File: src/rtl/core/olsir_pkg.sv
// Shared types and constants for the ordered list with shift insert and remove.
`default_nettype none
package olsir_pkg;

  // Fixed field widths of the command and result beats.
  localparam int unsigned CMD_W  = 3;
  localparam int unsigned POS_W  = 7;
  localparam int unsigned DATA_W = 32;
  localparam int unsigned STAT_W = 2;

  // Default number of entries the list holds.
  localparam int unsigned OLSIR_CAPACITY = 64;

  // Command codes.
  typedef enum logic [CMD_W-1:0] {
    CMD_PUSH       = 3'd0,
    CMD_POP        = 3'd1,
    CMD_INSERT_AT  = 3'd2,
    CMD_REMOVE_AT  = 3'd3,
    CMD_INSERT_MID = 3'd4,
    CMD_REMOVE_MID = 3'd5,
    CMD_READ_AT    = 3'd6
  } cmd_e;

  // Result status codes.
  typedef enum logic [STAT_W-1:0] {
    ST_OK    = 2'd0,
    ST_RANGE = 2'd1,
    ST_FULL  = 2'd2,
    ST_EMPTY = 2'd3
  } status_e;

  // Source of an index loaded into the walk pointer or the target register.
  typedef enum logic [1:0] {
    SRC_COUNT,
    SRC_POS,
    SRC_HALF
  } src_sel_e;

  // Memory read address selection.
  typedef enum logic [1:0] {
    RD_PTR_M1,
    RD_PTR_P1,
    RD_POS,
    RD_CNT_M1
  } rd_sel_e;

  // Memory write selection: shifted word at the pointer, or new word at the target.
  typedef enum logic {
    WR_PTR_RD,
    WR_TGT_WORD
  } wr_sel_e;

  // Result data selection.
  typedef enum logic [1:0] {
    DATA_ZERO,
    DATA_ONES,
    DATA_RD
  } data_sel_e;

  // Commands from the controller to the datapath.
  typedef struct packed {
    logic      word_ld;
    logic      ptr_ld;
    src_sel_e  ptr_sel;
    logic      tgt_ld;
    src_sel_e  tgt_sel;
    logic      ptr_inc;
    logic      ptr_dec;
    logic      rd_en;
    rd_sel_e   rd_sel;
    logic      wr_en;
    wr_sel_e   wr_sel;
    logic      cnt_inc;
    logic      cnt_dec;
    logic      res_ld;
    status_e   res_status;
    data_sel_e res_data_sel;
  } dp_cmd_t;

  // Status flags from the datapath to the controller.
  typedef struct packed {
    logic full;
    logic empty;
    logic pos_gt_cnt;
    logic pos_ge_cnt;
    logic ptr_gt_tgt;
    logic ptr_p1_lt_cnt;
  } dp_stat_t;

endpackage
`default_nettype wire

File: src/rtl/core/ordered_list_shift_insert_remove.sv
// Commands answered at once (errors, push/insert into a full list, empty pop, unknown command) go
// from accept straight to the done_o beat; pop and read_at first read the entry, and an insert
// or remove at index first shifts the entries between the index and the end of the list.
// Each shifted entry is read and then written, as the controller never overlaps the two.
// busy drops in the cycle of the done_o beat, so the next command may be accepted then.
// Reset clears the count and the controller; entry memory contents are kept and unused.
`default_nettype none
module ordered_list_shift_insert_remove #(
  parameter int unsigned CAPACITY = olsir_pkg::OLSIR_CAPACITY
) (
  input  wire logic                                clk_i,
  input  wire logic                                rst_ni,
  input  wire logic                                start,
  output logic                                     busy,
  input  wire logic [olsir_pkg::CMD_W-1:0]         cmd_i,
  input  wire logic [olsir_pkg::POS_W-1:0]         position_i,
  input  wire logic signed [olsir_pkg::DATA_W-1:0] item_value_i,
  output logic                                     done_o,
  output logic signed [olsir_pkg::DATA_W-1:0]      data_out_o,
  output logic [olsir_pkg::POS_W-1:0]              entry_count_o,
  output logic [olsir_pkg::STAT_W-1:0]             status_o
);
  import olsir_pkg::*;

  dp_cmd_t  dp_cmd;
  dp_stat_t dp_stat;

  // Command sequencing.
  olsir_ctrl u_ctrl (
    .clk_i    (clk_i),
    .rst_ni   (rst_ni),
    .start    (start),
    .busy     (busy),
    .cmd_i    (cmd_i),
    .stat_i   (dp_stat),
    .dp_cmd_o (dp_cmd),
    .done_o   (done_o)
  );

  // Storage and result datapath.
  olsir_dp #(
    .CAPACITY (CAPACITY)
  ) u_dp (
    .clk_i         (clk_i),
    .rst_ni        (rst_ni),
    .cmd_i         (dp_cmd),
    .stat_o        (dp_stat),
    .position_i    (position_i),
    .item_value_i  (item_value_i),
    .data_out_o    (data_out_o),
    .entry_count_o (entry_count_o),
    .status_o      (status_o)
  );

endmodule
`default_nettype wire

File: src/rtl/core/olsir_dp.sv
// Datapath: entry memory, count, walk pointer, target index and result registers.
`default_nettype none
module olsir_dp #(
  parameter int unsigned CAPACITY = olsir_pkg::OLSIR_CAPACITY
) (
  input  wire logic                              clk_i,
  input  wire logic                              rst_ni,
  input  wire olsir_pkg::dp_cmd_t                cmd_i,
  output olsir_pkg::dp_stat_t                    stat_o,
  input  wire logic [olsir_pkg::POS_W-1:0]       position_i,
  input  wire logic signed [olsir_pkg::DATA_W-1:0] item_value_i,
  output logic signed [olsir_pkg::DATA_W-1:0]    data_out_o,
  output logic [olsir_pkg::POS_W-1:0]            entry_count_o,
  output logic [olsir_pkg::STAT_W-1:0]           status_o
);
  import olsir_pkg::*;

  localparam int unsigned CNT_W = $clog2(CAPACITY + 1);
  localparam int unsigned IDX_W = $clog2(CAPACITY);
  localparam int unsigned CMP_W = (CNT_W > POS_W) ? CNT_W : POS_W;

  logic [CNT_W-1:0]  count_q, count_d;
  logic [CNT_W-1:0]  ptr_q, ptr_d;
  logic [CNT_W-1:0]  tgt_q, tgt_d;
  logic [DATA_W-1:0] word_q;
  logic [DATA_W-1:0] rd_q;
  logic [DATA_W-1:0] data_q;
  status_e           status_q;
  logic [DATA_W-1:0] mem_q [CAPACITY];

  logic [CMP_W-1:0]  pos_ext;
  logic [CMP_W-1:0]  cnt_ext;
  logic [CMP_W-1:0]  cnt_wide;
  logic [CNT_W-1:0]  pos_cnt;
  logic [CNT_W-1:0]  half_cnt;
  logic [CNT_W:0]    ptr_p1_wide;
  logic [CNT_W-1:0]  ptr_m1;
  logic [CNT_W-1:0]  ptr_p1;
  logic [CNT_W-1:0]  cnt_m1;
  logic [CNT_W-1:0]  rd_addr_full;
  logic [IDX_W-1:0]  rd_addr;
  logic [IDX_W-1:0]  wr_addr;
  logic [DATA_W-1:0] wr_data;

  // Index arithmetic on the position, the count and the walk pointer.
  assign pos_ext     = CMP_W'(position_i);
  assign cnt_ext     = CMP_W'(count_q);
  assign pos_cnt     = CNT_W'(pos_ext);
  assign half_cnt    = count_q >> 1;
  assign ptr_p1_wide = {1'b0, ptr_q} + {{CNT_W{1'b0}}, 1'b1};
  assign ptr_m1      = ptr_q - CNT_W'(1);
  assign ptr_p1      = ptr_p1_wide[CNT_W-1:0];
  assign cnt_m1      = count_q - CNT_W'(1);

  // Flags the controller decides on.
  assign stat_o.full          = (count_q == CNT_W'(CAPACITY));
  assign stat_o.empty         = (count_q == '0);
  assign stat_o.pos_gt_cnt    = (pos_ext > cnt_ext);
  assign stat_o.pos_ge_cnt    = (pos_ext >= cnt_ext);
  assign stat_o.ptr_gt_tgt    = (ptr_q > tgt_q);
  assign stat_o.ptr_p1_lt_cnt = (ptr_p1_wide < {1'b0, count_q});

  // Index source selection for the pointer and target loads.
  always_comb begin
    unique case (cmd_i.ptr_sel)
      SRC_COUNT: ptr_d = count_q;
      SRC_POS:   ptr_d = pos_cnt;
      SRC_HALF:  ptr_d = half_cnt;
      default:   ptr_d = count_q;
    endcase
    unique case (cmd_i.tgt_sel)
      SRC_COUNT: tgt_d = count_q;
      SRC_POS:   tgt_d = pos_cnt;
      SRC_HALF:  tgt_d = half_cnt;
      default:   tgt_d = count_q;
    endcase
  end

  // Count update.
  always_comb begin
    count_d = count_q;
    if (cmd_i.cnt_inc) begin
      count_d = count_q + CNT_W'(1);
    end else if (cmd_i.cnt_dec) begin
      count_d = cnt_m1;
    end
  end

  // Control registers: the count is the only architectural state that needs reset.
  always_ff @(posedge clk_i or negedge rst_ni) begin
    if (!rst_ni) begin
      count_q <= '0;
    end else begin
      count_q <= count_d;
    end
  end

  // Walk pointer, target and latched word.
  always_ff @(posedge clk_i) begin
    if (cmd_i.ptr_ld) begin
      ptr_q <= ptr_d;
    end else if (cmd_i.ptr_inc) begin
      ptr_q <= ptr_p1;
    end else if (cmd_i.ptr_dec) begin
      ptr_q <= ptr_m1;
    end
    if (cmd_i.tgt_ld) begin
      tgt_q <= tgt_d;
    end
    if (cmd_i.word_ld) begin
      word_q <= item_value_i;
    end
  end

  // Memory address and write data selection.
  always_comb begin
    unique case (cmd_i.rd_sel)
      RD_PTR_M1: rd_addr_full = ptr_m1;
      RD_PTR_P1: rd_addr_full = ptr_p1;
      RD_POS:    rd_addr_full = pos_cnt;
      RD_CNT_M1: rd_addr_full = cnt_m1;
      default:   rd_addr_full = cnt_m1;
    endcase
    unique case (cmd_i.wr_sel)
      WR_PTR_RD: begin
        wr_addr = ptr_q[IDX_W-1:0];
        wr_data = rd_q;
      end
      WR_TGT_WORD: begin
        wr_addr = tgt_q[IDX_W-1:0];
        wr_data = word_q;
      end
      default: begin
        wr_addr = ptr_q[IDX_W-1:0];
        wr_data = rd_q;
      end
    endcase
  end
  assign rd_addr = rd_addr_full[IDX_W-1:0];

  // Entry memory: one write and one registered read per cycle.
  always_ff @(posedge clk_i) begin
    if (cmd_i.wr_en) begin
      mem_q[wr_addr] <= wr_data;
    end
    if (cmd_i.rd_en) begin
      rd_q <= mem_q[rd_addr];
    end
  end

  // Result registers.
  always_ff @(posedge clk_i) begin
    if (cmd_i.res_ld) begin
      status_q <= cmd_i.res_status;
      unique case (cmd_i.res_data_sel)
        DATA_ZERO: data_q <= '0;
        DATA_ONES: data_q <= '1;
        DATA_RD:   data_q <= rd_q;
        default:   data_q <= '0;
      endcase
    end
  end

  // The reported count is the low bits of the internal count.
  assign cnt_wide      = CMP_W'(count_q);
  assign entry_count_o = cnt_wide[POS_W-1:0];
  assign data_out_o    = data_q;
  assign status_o      = status_q;

endmodule
`default_nettype wire

File: src/rtl/core/olsir_ctrl.sv
// Controller state machine that sequences each command over the datapath.
`default_nettype none
module olsir_ctrl (
  input  wire logic                        clk_i,
  input  wire logic                        rst_ni,
  input  wire logic                        start,
  output logic                             busy,
  input  wire logic [olsir_pkg::CMD_W-1:0] cmd_i,
  input  wire olsir_pkg::dp_stat_t         stat_i,
  output olsir_pkg::dp_cmd_t               dp_cmd_o,
  output logic                             done_o
);
  import olsir_pkg::*;

  typedef enum logic [2:0] {
    S_IDLE,
    S_INS,
    S_INS_WR,
    S_REM,
    S_REM_WR,
    S_POP,
    S_READ
  } state_e;

  state_e  state_q, state_d;
  logic    done_q;
  dp_cmd_t c;

  // Next state and datapath commands.
  always_comb begin
    state_d = state_q;
    c       = '0;

    unique case (state_q)
      S_IDLE: begin
        if (start) begin
          c.word_ld = 1'b1;
          unique case (cmd_e'(cmd_i))
            CMD_PUSH: begin
              if (stat_i.full) begin
                c.res_ld     = 1'b1;
                c.res_status = ST_FULL;
              end else begin
                c.ptr_ld  = 1'b1;
                c.ptr_sel = SRC_COUNT;
                c.tgt_ld  = 1'b1;
                c.tgt_sel = SRC_COUNT;
                state_d   = S_INS;
              end
            end
            CMD_POP: begin
              if (stat_i.empty) begin
                c.res_ld       = 1'b1;
                c.res_status   = ST_EMPTY;
                c.res_data_sel = DATA_ONES;
              end else begin
                c.rd_en  = 1'b1;
                c.rd_sel = RD_CNT_M1;
                state_d  = S_POP;
              end
            end
            CMD_INSERT_AT: begin
              if (stat_i.pos_gt_cnt) begin
                c.res_ld     = 1'b1;
                c.res_status = ST_RANGE;
              end else if (stat_i.full) begin
                c.res_ld     = 1'b1;
                c.res_status = ST_FULL;
              end else begin
                c.ptr_ld  = 1'b1;
                c.ptr_sel = SRC_COUNT;
                c.tgt_ld  = 1'b1;
                c.tgt_sel = SRC_POS;
                state_d   = S_INS;
              end
            end
            CMD_REMOVE_AT: begin
              if (stat_i.pos_ge_cnt) begin
                c.res_ld     = 1'b1;
                c.res_status = ST_RANGE;
              end else begin
                c.ptr_ld  = 1'b1;
                c.ptr_sel = SRC_POS;
                state_d   = S_REM;
              end
            end
            CMD_INSERT_MID: begin
              if (stat_i.full) begin
                c.res_ld     = 1'b1;
                c.res_status = ST_FULL;
              end else begin
                c.ptr_ld  = 1'b1;
                c.ptr_sel = SRC_COUNT;
                c.tgt_ld  = 1'b1;
                c.tgt_sel = SRC_HALF;
                state_d   = S_INS;
              end
            end
            CMD_REMOVE_MID: begin
              if (stat_i.empty) begin
                c.res_ld     = 1'b1;
                c.res_status = ST_EMPTY;
              end else begin
                c.ptr_ld  = 1'b1;
                c.ptr_sel = SRC_HALF;
                state_d   = S_REM;
              end
            end
            CMD_READ_AT: begin
              if (stat_i.pos_ge_cnt) begin
                c.res_ld     = 1'b1;
                c.res_status = ST_RANGE;
              end else begin
                c.rd_en  = 1'b1;
                c.rd_sel = RD_POS;
                state_d  = S_READ;
              end
            end
            default: begin
              // An unknown command changes nothing and answers OK.
              c.res_ld = 1'b1;
            end
          endcase
        end
      end

      // Shift up: move entry ptr-1 to ptr until the target slot is free.
      S_INS: begin
        if (stat_i.ptr_gt_tgt) begin
          c.rd_en  = 1'b1;
          c.rd_sel = RD_PTR_M1;
          state_d  = S_INS_WR;
        end else begin
          c.wr_en   = 1'b1;
          c.wr_sel  = WR_TGT_WORD;
          c.cnt_inc = 1'b1;
          c.res_ld  = 1'b1;
          state_d   = S_IDLE;
        end
      end
      S_INS_WR: begin
        c.wr_en   = 1'b1;
        c.wr_sel  = WR_PTR_RD;
        c.ptr_dec = 1'b1;
        state_d   = S_INS;
      end

      // Shift down: move entry ptr+1 to ptr until the last entry is reached.
      S_REM: begin
        if (stat_i.ptr_p1_lt_cnt) begin
          c.rd_en  = 1'b1;
          c.rd_sel = RD_PTR_P1;
          state_d  = S_REM_WR;
        end else begin
          c.cnt_dec = 1'b1;
          c.res_ld  = 1'b1;
          state_d   = S_IDLE;
        end
      end
      S_REM_WR: begin
        c.wr_en   = 1'b1;
        c.wr_sel  = WR_PTR_RD;
        c.ptr_inc = 1'b1;
        state_d   = S_REM;
      end

      // The read word is in the datapath read register.
      S_POP: begin
        c.cnt_dec      = 1'b1;
        c.res_ld       = 1'b1;
        c.res_data_sel = DATA_RD;
        state_d        = S_IDLE;
      end
      S_READ: begin
        c.res_ld       = 1'b1;
        c.res_data_sel = DATA_RD;
        state_d        = S_IDLE;
      end

      default: begin
        state_d = S_IDLE;
      end
    endcase
  end

  // State and the result strobe.
  always_ff @(posedge clk_i or negedge rst_ni) begin
    if (!rst_ni) begin
      state_q <= S_IDLE;
      done_q  <= 1'b0;
    end else begin
      state_q <= state_d;
      done_q  <= c.res_ld;
    end
  end

  assign dp_cmd_o = c;
  assign busy     = (state_q != S_IDLE);
  assign done_o   = done_q;

endmodule
`default_nettype wire

File: config.mk
export PLATFORM = sky130hd
export DESIGN_NAME = ordered_list_shift_insert_remove
export DESIGN_NICKNAME = d
export VERILOG_FILES = /design/src/rtl/core/olsir_pkg.sv /design/src/rtl/core/ordered_list_shift_insert_remove.sv /design/src/rtl/core/olsir_dp.sv /design/src/rtl/core/olsir_ctrl.sv
export SDC_FILE = /design/constraint.sdc
export NUM_CORES = 2
export LEC_CHECK = 0
export CELL_PAD_IN_SITES_DETAIL_PLACEMENT = 1
export CELL_PAD_IN_SITES_GLOBAL_PLACEMENT = 2
export CORE_MARGIN = 10
export CORE_UTILIZATION = 57
export CTS_BUF_LIST = sky130_fd_sc_hd__clkbuf_4
export CTS_CLUSTER_SIZE = 24
export DETAILED_ROUTE_END_ITERATION = 6
export DONT_BUFFER_PORTS = 1
export PLACE_DENSITY_LB_ADDON = 0.15
export SLEW_MARGIN = 40
export SYNTH_ARGS = -nofsm -noshare
export SYNTH_HDL_FRONTEND = slang
export SYNTH_SLANG_ARGS = --single-unit
File: constraint.sdc
create_clock -name clk_i -period 13.6 [get_ports clk_i]
set_input_delay 1.36 -clock clk_i [delete_from_list [all_inputs] [get_ports clk_i]]
set_output_delay 1.36 -clock clk_i [all_outputs]
set_load 0.005 [all_outputs]
==> impl_results.md <==
* Minimum setup slack after placement at ~6.7 ns
* Maximum fanout encountered on the critical timing path at around 110
* Syn Std Cell Area at 85,300 um^2
* Prevailing post-synth register cell: sky130_fd_sc_hd__edfxtp_1
* Worst-Skew Late Latency at between 1 and 1.5 ns
* Pwr per Cell Area at 269 nW/um^2
* Ratio of cells with drive above 1 in the final layout at a little over a third
* Synth top area cells: sky130_fd_sc_hd__edfxtp_1 (76%), sky130_fd_sc_hd__mux4_2 (13%), sky130_fd_sc_hd__mux2_2 (2.3%), sky130_fd_sc_hd__mux2i_1 (1.1%), sky130_fd_sc_hd__nand3_1 (0.86%)
* Final period util at between 40% and 50%
* Number of endpoints with negative hold slack in the final report at 0
* Transition time of the tightest slew-check pin at between 0.9 and 1 ns
* Die Ht at 407 um
* Placed cell count at a little under 6,000
* Most used cell, CP: sky130_fd_sc_hd__buf_4
* Crit path time final at between 6 and 7 ns
* Overall fraction of global-route tracks in use at between 20 and 30%
* Iter 0 DRT Violations at roughly 6,600
* Delay-heaviest family, CP: buffers and inverters
* Register area share after synthesis at 76.4%
* First-pass iteration count of the detailed router at 5
* Initial antenna violation count at 21
* Number of top-level design ports at between 80 and 90
* Wire length of the first global-routing pass at 349,000 um
* Gate count of the mapped netlist at approximately 4,000
* Setup Crit Path Kind: flop to flop
* Area enclosed by the die boundary at ~170,000 um^2
* Site Rows at around 140
* Synth warnings at 0
* Average cell area after synthesis at roughly 22 um^2
* Type of element capturing the critical path: flop
* HPWL after DPL at ~140,000 um
* Wirelength per Cell at about 37 um
* Hold Path Class: primary input to flop
* Arr. time, crit path at about 7.8 ns
* Cell chosen for the clock root: sky130_fd_sc_hd__clkbuf_4
* Average vias per placed instance at 6.72
* Number of CTS-inserted buffers at roughly 570
* Worst setup SP type: flop
* CTS tree: built
* Horizontal die dimension at about 410 um
* Setup Skew at 0.123 ns
* Required time at the worst-slack endpoint at 14.62 ns
* Sum of negative setup slack at 0 ns
* Core ar. at around 150,000 um^2
* Aggregate routed wire length at 246,000 um
* Maximum level of the CTS H-tree at 6
* Initial core utilization at a little under three fifths
* Synthesized flop and latch total at ~2,200
* Count of distinct cell types in the synthesized netlist at 67
* Count of final max-slew check failures at 0
* Number of nets with antenna violations after detailed routing at 0
* Maximum achievable frequency at around 150 MHz
* Most frequent cells after synthesis: sky130_fd_sc_hd__edfxtp_1 (2,160), sky130_fd_sc_hd__mux4_2 (504), sky130_fd_sc_hd__mux2_2 (172)
* Outcome: finished clean
* Cell type with the highest aggregate area in the netlist: sky130_fd_sc_hd__edfxtp_1
* Number of nets in the finished design at ~4,500
* Vias in the first global route at 47,700
* Critical path buffer and inverter count at 4
* Number of nets in the synthesized netlist at approximately 4,000
* Post-CTS Setup Bufs at 0
* Routability-driven placement congestion ratio at 0.867
* Lkg Pwr at ~30 nW
* Headroom to the max-slew limit at about 37%
* Max-capacitance violation count at 0
* Layout Cells excl Fill at a little under 7,000
* Worst setup slack after layout at between 6 and 7 ns
* Number of clock sinks at between 2,000 and 2,500
* Synth top area share at about three quarters
* IR drop worst, VDD at 0.351 mV
* DRC violation count after routing at 0
* Delay of the slowest cell on the worst path at between 0.7 and 0.8 ns
* Syn-to-layout area delta at 11.7%
* Number of I/O port buffers at 0
* Number of fill cells at ~12,000
* Maximum root-to-sink buffer count at 4
* Worst hold-check slack at approximately 0.12 ns
* RSZ-0062 raised after global routing: false
* Via count at 45,200
* Post-synthesis async set-or-reset flop share at 0.507%
* Largest net degree at the start of global routing at 120
* Final count of negative-setup-slack endpoints at 0
* Most frequent cell after synthesis: sky130_fd_sc_hd__edfxtp_1
* Count of flip-flops with a built-in enable after synthesis at around 2,200
* Post-CTS clock slew at the launch and capture registers of the worst setup and hold paths at ~0.07 ns
* Master of the slowest instance on the critical path: sky130_fd_sc_hd__a22oi_1
* Global route total overflow at 0
* Post-layout util at between 60 and 70%
* Cell breakdown of the critical path: nand3_1, nor2_1, xnor2_1, inv_1, ha_1, a21oi_1, nor2b_1, a311oi_1, a21boi_0, o31ai_4, buf_12, buf_4, buf_4, mux4_2, mux2_2, a22oi_1, nand4_1
## worst register-to-register path, cell delays in order (launching register included)
cell                       delay, ns
sky130_fd_sc_hd__edfxtp_1       0.66
sky130_fd_sc_hd__nand3_1        0.24
sky130_fd_sc_hd__nor2_1         0.26
sky130_fd_sc_hd__xnor2_1        0.19
sky130_fd_sc_hd__inv_1          0.09
sky130_fd_sc_hd__ha_1           0.31
sky130_fd_sc_hd__a21oi_1        0.16
sky130_fd_sc_hd__nor2b_1        0.08
sky130_fd_sc_hd__a311oi_1       0.39
sky130_fd_sc_hd__a21boi_0       0.25
sky130_fd_sc_hd__o31ai_4        0.33
sky130_fd_sc_hd__buf_12         0.52
sky130_fd_sc_hd__buf_4          0.82
sky130_fd_sc_hd__buf_4          0.65
sky130_fd_sc_hd__mux4_2         0.42
sky130_fd_sc_hd__mux2_2         0.29
sky130_fd_sc_hd__a22oi_1        0.72
sky130_fd_sc_hd__nand4_1        0.20
## final timing paths
check	start	to	slack, ns	cells after the start
max in group asynchronous	rst_ni	u_ctrl.state_q[1]	12.62	1
worst min-delay path	item_value_i[23]	u_dp.word_q[23]	0.12	0
worst min register to register	u_dp.rd_q[29]	u_dp.data_out_o[29]	0.62	2
min in group asynchronous	rst_ni	u_ctrl.state_q[0]	0.46	1
worst max-delay path	u_dp.ptr_q[2]	u_dp.rd_q[2]	6.81	17
worst max register to register	u_dp.ptr_q[2]	u_dp.rd_q[2]	6.81	17
## through the flow
stage / total power [mW] / cell area, um^2
floorplan: 16.1 / 85300
CTS: 25.6 / 95000
global route: 26.6 / 95200
finish: 25.6 / 95200
detailed placement: 20.2 / 88400
global placement: 19.7 / 88200
## logic make-up after synthesis
group                    Yosys count  share of synthesized area, %
buffers and inverters            246                          1.49
AND/OR/NAND/NOR                  429                          2.42
adder cells (fa/ha/maj)           31                         0.455
XOR/XNOR                          24                         0.247
multiplexers                     773                          16.7
flip-flops                      2171                          76.4
AO/OA/AOI/OAI                    259                          2.27
## what timing repair did
| item | CTS | global route |
|---|---|---|
| resized for setup | 0 | 0 |
| hold endpoints to repair | 11 | 0 |
| hold buffers | 1 | 0 |
## final cells by class
| type | instances | area, um^2 | area share, % |
|---|---|---|---|
| multi-input cells | 1516 | 19500 | 20.5 |
| diodes | 16 | 40.0 | 0.0420 |
| flip-flops and latches | 2171 | 65100 | 68.4 |
| well taps | 1930 | 2410 | 2.54 |
| inverters | 28 | 108 | 0.113 |
| repair buffers | 151 | 1380 | 1.45 |
| clock inverters | 143 | 862 | 0.905 |
| clock buffers | 773 | 5800 | 6.09 |
## power by group
| part | total (mW) | internal, mW | switching (mW) |
|---|---|---|---|
| logic | 10.5 | 3.73 | 6.81 |
| clock network | 5.41 | 2.82 | 2.58 |
| registers | 9.62 | 9.29 | 0.325 |
## layout by cell type, fill, tap and decap left out, types with 4 or more instances in the layout
cell type	instances
sky130_fd_sc_hd__xnor2_1	15
sky130_fd_sc_hd__clkinv_1	99
sky130_fd_sc_hd__bufinv_16	11
sky130_fd_sc_hd__nand4_1	38
sky130_fd_sc_hd__buf_6	14
sky130_fd_sc_hd__a22oi_1	69
sky130_fd_sc_hd__buf_4	121
sky130_fd_sc_hd__mux4_2	504
sky130_fd_sc_hd__nor2_4	66
sky130_fd_sc_hd__a211oi_1	4
sky130_fd_sc_hd__inv_2	12
sky130_fd_sc_hd__a21oi_1	57
sky130_fd_sc_hd__a41o_1	31
sky130_fd_sc_hd__nand3_1	145
sky130_fd_sc_hd__nor2_1	76
sky130_fd_sc_hd__nor2b_1	11
sky130_fd_sc_hd__dfrtp_1	11
sky130_fd_sc_hd__edfxtp_1	2160
sky130_fd_sc_hd__clkinv_2	18
sky130_fd_sc_hd__nor3_1	15
sky130_fd_sc_hd__xor2_1	9
sky130_fd_sc_hd__mux2i_1	95
sky130_fd_sc_hd__a221oi_1	7
sky130_fd_sc_hd__inv_1	27
sky130_fd_sc_hd__o21ai_0	14
sky130_fd_sc_hd__buf_16	4
sky130_fd_sc_hd__diode_2	16
sky130_fd_sc_hd__nand2_1	40
sky130_fd_sc_hd__clkbuf_4	774
sky130_fd_sc_hd__mux2_4	4
sky130_fd_sc_hd__o22a_1	32
sky130_fd_sc_hd__buf_12	9
sky130_fd_sc_hd__mux2_2	167
sky130_fd_sc_hd__ha_1	31
sky130_fd_sc_hd__nand2b_1	6
sky130_fd_sc_hd__a211o_1	4
## routing by layer
layer,GRT usage [%],share of wire [%],wire [um],up-vias
met4,13.5,4.3,10500,16
met1,40.3,38,92400,23800
li1,-,-,-,17900
met2,46.4,47,117000,2967
met5,0,0.044,109,-
met3,7.76,11,26100,498
## state kept, by name, summed over array words and instances (netlist names)
register,flops
u_ctrl.done_o,1
u_dp.ptr_q,7
u_dp.tgt_q,7
u_dp.word_q,32
u_dp.data_out_o,32
u_dp.mem_q,2048
u_dp.rd_q,32
u_dp.entry_count_o,7
u_dp.status_o,2
u_ctrl.state_q,3
(Power assumes the default switching activity.)
